==> config.mk <==
export PLATFORM = sky130hd
export DESIGN_NAME = prime_tuple_step_six_checker_unit
export DESIGN_NICKNAME = d
export VERILOG_FILES = /design/src/rtl/core/pt6_pkg.sv /design/src/rtl/core/prime_tuple_step_six_checker_unit.sv /design/src/rtl/core/pt6_rem.sv
export SDC_FILE = /design/constraint.sdc
export NUM_CORES = 1
export LEC_CHECK = 0
export ABC_AREA = 1
export BUFFER_PORTS_ARGS = -buffer_cell sky130_fd_sc_hd__buf_4
export CORE_ASPECT_RATIO = 0.75
export CORE_MARGIN = 8
export CORE_UTILIZATION = 55
export CTS_CLUSTER_DIAMETER = 120
export DETAILED_ROUTE_END_ITERATION = 16
export MAX_ROUTING_LAYER = met4
export PLACE_DENSITY = 0.7
export SYNTH_ARGS = -nofsm -noshare
export SYNTH_HDL_FRONTEND = slang
export SYNTH_SLANG_ARGS = --single-unit
==> constraint.sdc <==
create_clock -name clk -period 6.1 [get_ports clk]
set_input_delay 1.22 -clock clk [delete_from_list [all_inputs] [get_ports clk]]
set_output_delay 1.22 -clock clk [all_outputs]
set_load 0.03 [all_outputs]
==> src/rtl/core/pt6_pkg.sv <==
`default_nettype none
package pt6_pkg;

  // spacing between tuple members and the first trial divisor of the 6k-1 / 6k+1 walk
  localparam int unsigned STEP_GAP  = 6;
  localparam int unsigned FIRST_DIV = 5;
  localparam int unsigned SECOND_DIV_OFS = 2;
  localparam int unsigned THIRD_DIV = 3;
  localparam int unsigned SMALL_PRIME_MAX = 3;

  // configuration register indexes
  localparam logic REG_UPPER_LIMIT  = 1'b0;
  localparam logic REG_TUPLE_LENGTH = 1'b1;

  localparam int unsigned LIMIT_BITS  = 24;
  localparam int unsigned LENGTH_BITS = 4;
  localparam logic [LIMIT_BITS-1:0]  LIMIT_RESET  = 24'hFFFFFF;
  localparam logic [LENGTH_BITS-1:0] LENGTH_RESET = 4'd2;

  // remainder unit status back to the sequencer
  typedef struct packed {
    logic done;   // one-cycle pulse when the remainder is ready
    logic zero;   // remainder is zero, valid with done
  } div_status_t;

  typedef enum logic [6:0] {
    S_IDLE   = 7'b0000001,
    S_MEMBER = 7'b0000010,
    S_WAIT3  = 7'b0000100,
    S_LOOP   = 7'b0001000,
    S_WAITD  = 7'b0010000,
    S_WAITD2 = 7'b0100000,
    S_EMIT   = 7'b1000000
  } state_t;

endpackage
`default_nettype wire

==> src/rtl/core/prime_tuple_step_six_checker_unit.sv <==
// A candidate over the limit or with zero length is dropped in its accept cycle; a member
// of 0 or 1, or an even member above 3, ends the test without the remainder unit. Each odd member
// above 3 is checked by 3, then by each 6k-1/6k+1 divisor pair up to sqrt(member). Emission
// sends one member per cycle while member_ready is high.
// One candidate is in work at a time: a new candidate is taken only while the sequencer is idle.
// Reset (rst, synchronous, active high): upper_limit all ones, tuple_length 2, sequencer idle.
`default_nettype none
module prime_tuple_step_six_checker_unit #(
  parameter int unsigned VALUE_BITS = 24,
  parameter int unsigned MAX_TUPLE  = 8
) (
  input  wire logic                           clk,
  input  wire logic                           rst,
  // configuration write port
  input  wire logic                           wr_en,
  input  wire logic                           wr_index,
  input  wire logic [pt6_pkg::LIMIT_BITS-1:0] wr_data,
  // candidate channel
  input  wire logic                           candidate_valid,
  output logic                                candidate_ready,
  input  wire logic [VALUE_BITS-1:0]          candidate,
  // member channel
  output logic                                member_valid,
  input  wire logic                           member_ready,
  output logic [VALUE_BITS:0]                 member,
  output logic [$clog2(MAX_TUPLE)-1:0]        position,
  output logic                                last
);

  // member values carry one extra bit for start + 6 * position
  localparam int unsigned W    = VALUE_BITS + 1;
  localparam int unsigned SW   = W + 1;
  localparam int unsigned PW   = $clog2(MAX_TUPLE);
  localparam int unsigned CW   = $clog2(MAX_TUPLE + 1);
  localparam int unsigned CMPW = (VALUE_BITS > pt6_pkg::LIMIT_BITS) ?
                                 VALUE_BITS : pt6_pkg::LIMIT_BITS;

  // configuration registers
  logic [pt6_pkg::LIMIT_BITS-1:0]  upper_limit;
  logic [pt6_pkg::LENGTH_BITS-1:0] tuple_length;

  // sequencer registers
  pt6_pkg::state_t state, state_next;
  logic [W-1:0]    start_val, start_val_next;   // candidate of the item in work
  logic [W-1:0]    value, value_next;           // member under test / being sent
  logic [PW-1:0]   k, k_next;                   // member position
  logic [CW-1:0]   count, count_next;           // members to test, saturated
  logic [W-1:0]    dval, dval_next;             // trial divisor base 6k-1
  logic [SW-1:0]   sq, sq_next;                 // dval squared, kept by increments
  logic [W-1:0]    divisor, divisor_next;       // operand handed to the remainder unit
  logic            div_go, div_go_next;

  pt6_pkg::div_status_t div_status;

  logic [CW-1:0]   count_sat;
  logic            over_limit;
  logic            member_ok;
  logic            is_last;

  // user must do config writes only while idle, unchecked; 1-bit index has no unknown value
  always_ff @(posedge clk) begin
    if (rst) begin
      upper_limit  <= pt6_pkg::LIMIT_RESET;
      tuple_length <= pt6_pkg::LENGTH_RESET;
    end else if (wr_en) begin
      if (wr_index == pt6_pkg::REG_UPPER_LIMIT) begin
        upper_limit <= wr_data;
      end else begin
        tuple_length <= wr_data[pt6_pkg::LENGTH_BITS-1:0];
      end
    end
  end

  // shared remainder unit: every trial divisor (3, 6k-1, 6k+1) goes through it
  pt6_rem #(
    .W (W)
  ) u_rem (
    .clk      (clk),
    .rst      (rst),
    .start    (div_go),
    .dividend (value),
    .divisor  (divisor),
    .status   (div_status)
  );

  always_comb begin
    if (32'(tuple_length) > MAX_TUPLE) begin
      count_sat = CW'(MAX_TUPLE);
    end else begin
      count_sat = CW'(tuple_length);
    end
    over_limit = CMPW'(candidate) > CMPW'(upper_limit);
    is_last    = (CW'(k) + CW'(1)) == count;
  end

  always_comb begin
    state_next     = state;
    start_val_next = start_val;
    value_next     = value;
    k_next         = k;
    count_next     = count;
    dval_next      = dval;
    sq_next        = sq;
    divisor_next   = divisor;
    div_go_next    = 1'b0;
    member_ok      = 1'b0;

    unique case (state)
      pt6_pkg::S_IDLE: begin
        // take a transfer; drop it at once when it cannot produce a tuple
        if (candidate_valid) begin
          start_val_next = W'(candidate);
          value_next     = W'(candidate);
          k_next         = '0;
          count_next     = count_sat;
          if (count_sat != '0 && !over_limit) begin
            state_next = pt6_pkg::S_MEMBER;
          end
        end
      end
      pt6_pkg::S_MEMBER: begin
        // small values and even values settle without the divider
        if (value <= W'(pt6_pkg::SMALL_PRIME_MAX)) begin
          if (value > W'(1)) begin
            member_ok = 1'b1;
          end else begin
            state_next = pt6_pkg::S_IDLE;
          end
        end else if (!value[0]) begin
          state_next = pt6_pkg::S_IDLE;
        end else begin
          divisor_next = W'(pt6_pkg::THIRD_DIV);
          div_go_next  = 1'b1;
          state_next   = pt6_pkg::S_WAIT3;
        end
      end
      pt6_pkg::S_WAIT3: begin
        if (div_status.done) begin
          if (div_status.zero) begin
            state_next = pt6_pkg::S_IDLE;
          end else begin
            dval_next  = W'(pt6_pkg::FIRST_DIV);
            sq_next    = SW'(pt6_pkg::FIRST_DIV * pt6_pkg::FIRST_DIV);
            state_next = pt6_pkg::S_LOOP;
          end
        end
      end
      pt6_pkg::S_LOOP: begin
        // stop once the divisor square passes the value
        if (sq > SW'(value)) begin
          member_ok = 1'b1;
        end else begin
          divisor_next = dval;
          div_go_next  = 1'b1;
          state_next   = pt6_pkg::S_WAITD;
        end
      end
      pt6_pkg::S_WAITD: begin
        if (div_status.done) begin
          if (div_status.zero) begin
            state_next = pt6_pkg::S_IDLE;
          end else begin
            divisor_next = dval + W'(pt6_pkg::SECOND_DIV_OFS);
            div_go_next  = 1'b1;
            state_next   = pt6_pkg::S_WAITD2;
          end
        end
      end
      pt6_pkg::S_WAITD2: begin
        if (div_status.done) begin
          if (div_status.zero) begin
            state_next = pt6_pkg::S_IDLE;
          end else begin
            // (d+6)^2 = d^2 + 12d + 36
            dval_next  = dval + W'(pt6_pkg::STEP_GAP);
            sq_next    = sq + SW'(SW'(dval) * SW'(2 * pt6_pkg::STEP_GAP))
                         + SW'(pt6_pkg::STEP_GAP * pt6_pkg::STEP_GAP);
            state_next = pt6_pkg::S_LOOP;
          end
        end
      end
      pt6_pkg::S_EMIT: begin
        // advance one member per output transfer
        if (member_ready) begin
          if (is_last) begin
            state_next = pt6_pkg::S_IDLE;
          end else begin
            k_next     = k + PW'(1);
            value_next = value + W'(pt6_pkg::STEP_GAP);
          end
        end
      end
      default: begin
        state_next = pt6_pkg::S_IDLE;
      end
    endcase

    // member proved prime: test the next one, or rewind and start sending
    if (member_ok) begin
      if (is_last) begin
        value_next = start_val;
        k_next     = '0;
        state_next = pt6_pkg::S_EMIT;
      end else begin
        k_next     = k + PW'(1);
        value_next = value + W'(pt6_pkg::STEP_GAP);
        state_next = pt6_pkg::S_MEMBER;
      end
    end
  end

  always_ff @(posedge clk) begin
    if (rst) begin
      state  <= pt6_pkg::S_IDLE;
      div_go <= 1'b0;
    end else begin
      state  <= state_next;
      div_go <= div_go_next;
    end
  end

  // datapath registers, no reset
  always_ff @(posedge clk) begin
    start_val <= start_val_next;
    value     <= value_next;
    k         <= k_next;
    count     <= count_next;
    dval      <= dval_next;
    sq        <= sq_next;
    divisor   <= divisor_next;
  end

  assign candidate_ready = (state == pt6_pkg::S_IDLE);
  assign member_valid    = (state == pt6_pkg::S_EMIT);
  assign member          = value;
  assign position        = k;
  assign last            = is_last;

endmodule
`default_nettype wire

==> src/rtl/core/pt6_rem.sv <==
`default_nettype none
// Restoring remainder unit, one quotient bit per cycle.
module pt6_rem #(
  parameter int unsigned W = 25
) (
  input  wire logic              clk,
  input  wire logic              rst,
  input  wire logic              start,
  input  wire logic [W-1:0]      dividend,
  input  wire logic [W-1:0]      divisor,
  output pt6_pkg::div_status_t   status
);

  localparam int unsigned CNTW = $clog2(W + 1);

  logic            busy;
  logic [CNTW-1:0] cnt;
  logic [W-1:0]    dvd;
  logic [W-1:0]    dsr;
  logic [W-1:0]    rem;
  logic            done;
  logic            zero;

  logic [W:0]      trial;
  logic [W-1:0]    rem_step;

  always_comb begin
    trial = {rem, dvd[W-1]};
    if (trial >= {1'b0, dsr}) begin
      rem_step = W'(trial - {1'b0, dsr});
    end else begin
      rem_step = trial[W-1:0];
    end
  end

  always_ff @(posedge clk) begin
    if (rst) begin
      busy <= 1'b0;
      done <= 1'b0;
      cnt  <= '0;
    end else begin
      done <= 1'b0;
      if (start) begin
        busy <= 1'b1;
        cnt  <= CNTW'(W);
      end else if (busy) begin
        cnt <= cnt - CNTW'(1);
        if (cnt == CNTW'(1)) begin
          busy <= 1'b0;
          done <= 1'b1;
        end
      end
    end
  end

  // datapath, no reset
  always_ff @(posedge clk) begin
    if (start) begin
      dvd  <= dividend;
      dsr  <= divisor;
      rem  <= '0;
    end else if (busy) begin
      dvd  <= {dvd[W-2:0], 1'b0};
      rem  <= rem_step;
      zero <= (rem_step == '0);
    end
  end

  assign status.done = done;
  assign status.zero = zero;

endmodule
`default_nettype wire
### Yosys cells after proc, flatten, opt, wreduce, memory -nomap -nowiden

Index checks and enable logic that the tools add are counted.

| word-level totals | value |
|---|---|
| register bits after elaboration | 251 |
| output and inout bits | 31 |
| logic and storage cells | 147 |

| cells by class | value |
|---|---|
| add/sub/neg operators | 9 |
| $mul | 1 |
| magnitude comparators | 6 |
| eq/ne operators | 27 |
| multiplexer cells | 63 |
| bitwise gates (word level) | 3 |
| reductions and logical operators | 19 |

Operators by type and width:

| operator | count |
|---|---|
| $mux W25 | 17 |
| $mux W26 | 4 |
| $pmux W25 S2 | 2 |
| $mux W7 | 11 |
| $pmux W25 S3 | 1 |
| $pmux W26 S2 | 1 |
| $add A25 B3 Y25 const B | 2 |
| $pmux W7 S6 | 1 |
| $add A26 B26 Y26 | 1 |
| $add A26 B6 Y26 const B | 1 |
| $ge A26 B25 Y1 | 1 |
| $gt A26 B25 Y1 | 1 |
| $add A25 B2 Y25 const B | 1 |
| $gt A25 B1 Y1 const B | 1 |
| $le A25 B2 Y1 const B | 1 |
| $logic_not A25 Y1 | 1 |
| $mul A25 B2 Y24 const B | 1 |
| $sub A25 B25 Y25 | 1 |
| $gt A24 B24 Y1 | 1 |
| $mux W3 | 6 |
| $mux W1 | 12 |
| $ne A2 B2 Y1 const B | 6 |
| $ne A3 B1 Y1 const B | 4 |
| $mux W5 | 2 |
| other kinds (35) | 48 |

### Logic depth before layout (Yosys ltp)

| depth | value |
|---|---|
| depth in word-level cells | 8 |
| depth in mapped cells | 25 |
| depth with buffers taken out | 25 |

### Modules after synthesis

A second synthesis with hierarchy kept.

| unflattened totals | value |
|---|---|
| cells, all modules | 2283 |
| area, all modules | 17350.4 um^2 |

Modules (own cells, without submodules):

| module | instances | cells an instance | area an instance (um^2) |
|---|---|---|---|
| prime_tuple_step_six_checker_unit | 1 | 1525 | 11972.7 |
| pt6_rem | 1 | 758 | 5377.7 |

### Worst setup path before layout

OpenSTA, ideal clock, no wires.

| timing | value |
|---|---|
| path kind | flip-flop to flip-flop |
| start | reg state[0] |
| end | reg dval[10], enable pin |
| library setup time | 510 ps |
| arrival | 4122 ps |
| path slack | 1468 ps |
| stages on the path, launching flop included | 6 |
| path buffers | 0 |
| clock period less this slack | 4632 ps |
| cells stage by stage | dfxtp_1 -> nor2_1 -> nand2_1 -> nor4_1 -> a31oi_1 -> nor3_1 |

| on the way | value |
|---|---|
| longest elaborated chain between the ends | 3 |

Ends and longest elaborated chain:

| element | RTL line | RTL |
|---|---|---|
| start, declared | prime_tuple_step_six_checker_unit.sv:43 | `pt6_pkg::state_t state, state_next;` |
| start signal, assigned | prime_tuple_step_six_checker_unit.sv:214 | `state <= pt6_pkg::S_IDLE;` |
| start signal, assigned | prime_tuple_step_six_checker_unit.sv:217 | `state <= state_next;` |
| $eq A7 B3 Y1 or $eq A7 B6 Y1 (tied branches) | prime_tuple_step_six_checker_unit.sv:108 | `unique case (state)` |
| $ne A2 B1 Y1 (no source line) (tied with other cells) | -- |  |
| $reduce_and A5 Y1 (no source line) * | -- |  |
| end signal, assigned | prime_tuple_step_six_checker_unit.sv:228 | `dval <= dval_next;` |
| end, declared | prime_tuple_step_six_checker_unit.sv:48 | `logic [W-1:0] dval, dval_next;` |

Every way passes the cells marked *; elsewhere a longest branch is shown, timed or not.
A chain may end at the register's enable or synchronous reset.

### Worst setup path in the final report

| timing | value |
|---|---|
| start | reg k[0] (netlist: position[0]) |
| end | out last |

| on the way | value |
|---|---|
| longest elaborated chain between the ends | 2 |

Ends and longest elaborated chain:

| element | RTL line | RTL |
|---|---|---|
| start, declared | prime_tuple_step_six_checker_unit.sv:46 | `logic [PW-1:0] k, k_next;` |
| start signal, assigned | prime_tuple_step_six_checker_unit.sv:226 | `k <= k_next;` |
| $add A3 B1 Y4 | prime_tuple_step_six_checker_unit.sv:93 | `is_last = (CW'(k) + CW'(1)) == count;` |
| $eq A4 B4 Y1 | prime_tuple_step_six_checker_unit.sv:93 |  |
| end, declared | prime_tuple_step_six_checker_unit.sv:27 | `output logic last` |

No other way between the ends.

==> results.md <==
* Vias in the first global route at 14.29k
* Outcome: complete, no violations
* Routed met3 length at 4428 microns
* Ys Warns at 0
* Slew Limit Headroom at 24.06%
* WL met2 at 19650 microns
* Slew Viols, Final at 0
* WP data arrival at 3.04 ns
* Max Cap Viol at 0
* Layout area overhead at 11.48%
* WS Path Type: reg2out
* PwrDens at 345.7 nW/um^2
* Initial antenna violation count at 1
* Hold Violations, Final at 0
* Die area at 37150 sq um
* # DRC at 0
* Clk_lat worst skew at 0.56 ns
* Worst R2R Path Depth at 20
* Register bit count reported by yosys at 247
* Uppermost layer routed: met4
* Worst-case clock buffer depth at 3
* Num CTS Buffers at 27
* I/O Buffers at 84
* Hold Crit Class: reg2reg
* Fin crit share at 69.84%
* Inst Count DP at 2697
* # hold bufs at CTS at 0
* CP Data Required Time at 4.88 ns
* M1 WL at 24170 microns
* Startpoint types: register
* Final setup skew at 0.01484 ns
* Ports at 85
* Root Buffer: clkbuf_16
* Setup Buffers After CTS at 0
* Synth async-reset ratio at 0%
* Critical Path Start: position[0]$_DFFE_PP_
* Area of the multi-input gates at 8972 sq um
* Clock transition at path regs at 0.07 ns
* Vias per cell at 5.597
* Die Height at 168.9 microns
* Global Route Usage Sum at 26.70%
* Final nets at 2522
* Initial core utilization at 55.38%
* First-pass DRT Iterations at 6
* Sequential share of the synthesized area at 39.28%
* Hold_ws at 0.4111 ns
* RSZ-0062 raised after global routing: false
* CTS Sinks at 247
* Initial DRC Count at 1745
* Post-synth cell types at 53
* Dominant cell type by area after synthesis: edfxtp_1
* Mapped cell area at 17150 sq um
* Most used DFF post-synth: edfxtp_1
* Chip Width at 219.9 microns
* Syn_area_per_cell at 7.646 sq um
* Grt ovf at 0
* Dpl cell area at 18180 sq um
* Finished Cell Area at 19120 sq um
* EDFF count, synth at 179
* Leakage at 0.009114 uW
* IR drop worst, VDD at 230.4 uV
* Share of the synthesized area in the top cell type at 31.34%
* Core area at 30970 sq um
* Largest net degree at the start of global routing at 71
* Worst-Margin Slew at 1.136 ns
* Worst r2r src: dval[2]$_SDFFCE_PP1P_
* Crit path capture: last
* Synth area leaders: edfxtp_1 (31%), nand2_1 (14%), ha_1 (11%)
* Critical path peak fanout at 23
* Drt total wl at 49220 microns
* Post-DP HPWL at 37410 microns
* Worst R2R Setup Slack at 1.87 ns
* Routed vias at 15.38k
* Mapped Cells at 2243
* Share of cells above drive strength 1 at 8.803%
* Htree depth at 1
* WL/cell at 17.92 microns
* CTS tree: done
* Reg2reg end: sq[24]$_SDFFCE_PP0P_
* Tmin final at 4.260 ns
* FILL cells at 2776
* Post-Layout Cell Count at 2747
* Fmax at 0.2347 GHz
* Final setup viols at 0
* Crit. End Element: output port
* # resized after CTS at 0
* Cell row count at 56
* TNS Setup at 0 ns
* GP Congestion at 0.9687
* Syn_nets at 2445
* Post-route ant nets at 0
* Sequential cell area at 6736 sq um
* First-pass GRT wire length at 77690 microns
## stage by stage
stage	power [uW]	worst slack [ns]	utilization, %
2_1_floorplan	4038	1.468	-
3_3_place_gp	4775	2.014	58.69
3_5_place_dp	4818	1.892	58.69
4_1_cts	6586	1.800	61.72
5_1_grt	6994	1.336	61.73
6_report	6610	1.840	61.73
## sequential cells by signal, summed over array words and instances (netlist names)
name and count:
count 4, div_go 1, divisor 25, dval 24, member 25, position 3, sq 23, start_val 24
state 7, tuple_length 4, u_rem.busy 1, u_rem.cnt 5, u_rem.done 1, u_rem.dsr 25, u_rem.dvd 25, u_rem.rem 25
u_rem.zero 1, upper_limit 24
## power by group
group          switching, uW  internal (uW)
clock network            773            987
logic                   1720            783
registers                236           2110
total                   2720           3880
## cells in the mapped netlist, types with 12 or more instances
| master | n |
|---|---|
| xor2_1 | 56 |
| nor3_1 | 24 |
| nor2_1 | 150 |
| o211ai_1 | 28 |
| inv_1 | 308 |
| inv_2 | 12 |
| o22ai_1 | 17 |
| nand2_1 | 662 |
| o21ai_0 | 122 |
| ha_1 | 145 |
| dfxtp_1 | 68 |
| a21oi_1 | 130 |
| nand3_1 | 99 |
| nand4_1 | 51 |
| nor4_1 | 13 |
| edfxtp_1 | 179 |
| clkbuf_1 | 35 |
## critical path: stages (launching register included)
cell,delay (ns)
edfxtp_1,0.49
ha_1,0.36
or2_2,0.30
a21oi_1,0.12
nand3_1,0.73
inv_1,0.28
buf_4,0.21
## cell usage in the layout, fill, tap and decap left out, types with 3 or more instances in the layout
cell	n
nand2_1	662
inv_1	308
edfxtp_1	179
nor2_1	148
ha_1	145
a21oi_1	130
o21ai_0	122
buf_4	100
nand3_1	99
dfxtp_1	68
xor2_1	56
nand4_1	51
o211ai_1	28
clkbuf_16	28
nor3_1	23
o22ai_1	17
inv_2	12
nor4_1	12
xnor2_1	11
nor2_2	11
nand2_2	11
o21a_1	9
a31oi_1	8
o21bai_1	7
mux2i_1	7
o21ai_1	7
or2_2	6
clkinv_4	6
nand3b_1	5
a211oi_1	4
nor2_4	4
o31ai_1	3
nor3_2	3
nand3_2	3
nor3b_1	3
o32ai_1	3
fa_1	3
clkinvlp_4	3
inv_8	3
bufinv_16	3
## final cells by class
cell class / count / share of cell area [%]
diodes: 1 / 0.01309
clock buffers: 28 / 3.665
clock inverters: 21 / 1.250
inverters: 322 / 6.322
multi-input cells: 1622 / 46.93
flip-flops and latches: 247 / 35.24
well taps: 406 / 2.657
repair buffers: 100 / 3.927
## routing by layer
layer  vias up  GRT usage [%]
li1       7615              -
met2       608          36.70
met4         0          5.409
met1      7093          39.96
met3        59          5.475
met5         -              -
## worst min-delay path by stage
stage	startpoint	slack [ns]	to	depth (start not counted)
floorplan	divisor[0]$_SDFFCE_PP1P_	0.40	u_rem.dsr[0]$_DFFE_PP_	0
global placement	divisor[16]$_SDFFCE_PP0P_	0.40	u_rem.dsr[16]$_DFFE_PP_	0
detailed placement	divisor[23]$_SDFFCE_PP0P_	0.40	u_rem.dsr[23]$_DFFE_PP_	0
CTS	divisor[6]$_SDFFCE_PP0P_	0.42	u_rem.dsr[6]$_DFFE_PP_	0
global route	divisor[16]$_SDFFCE_PP0P_	0.43	u_rem.dsr[16]$_DFFE_PP_	0
finish	divisor[6]$_SDFFCE_PP0P_	0.41	u_rem.dsr[6]$_DFFE_PP_	0
## kinds of logic (layout without fill, tap and decap cells)
group	count (synthesis)	in the layout	synth area share, %
flip-flops	247	247	39.28
AO/OA/AOI/OAI	351	351	11.50
AND/OR/NAND/NOR	1048	1048	25.94
XOR/XNOR	67	67	3.422
multiplexers	7	7	0.4086
other	1	2	0.02187
adder cells (fa/ha/maj)	148	148	10.93
buffers and inverters	374	471	8.499
Power figures use the tool's default switching activity.
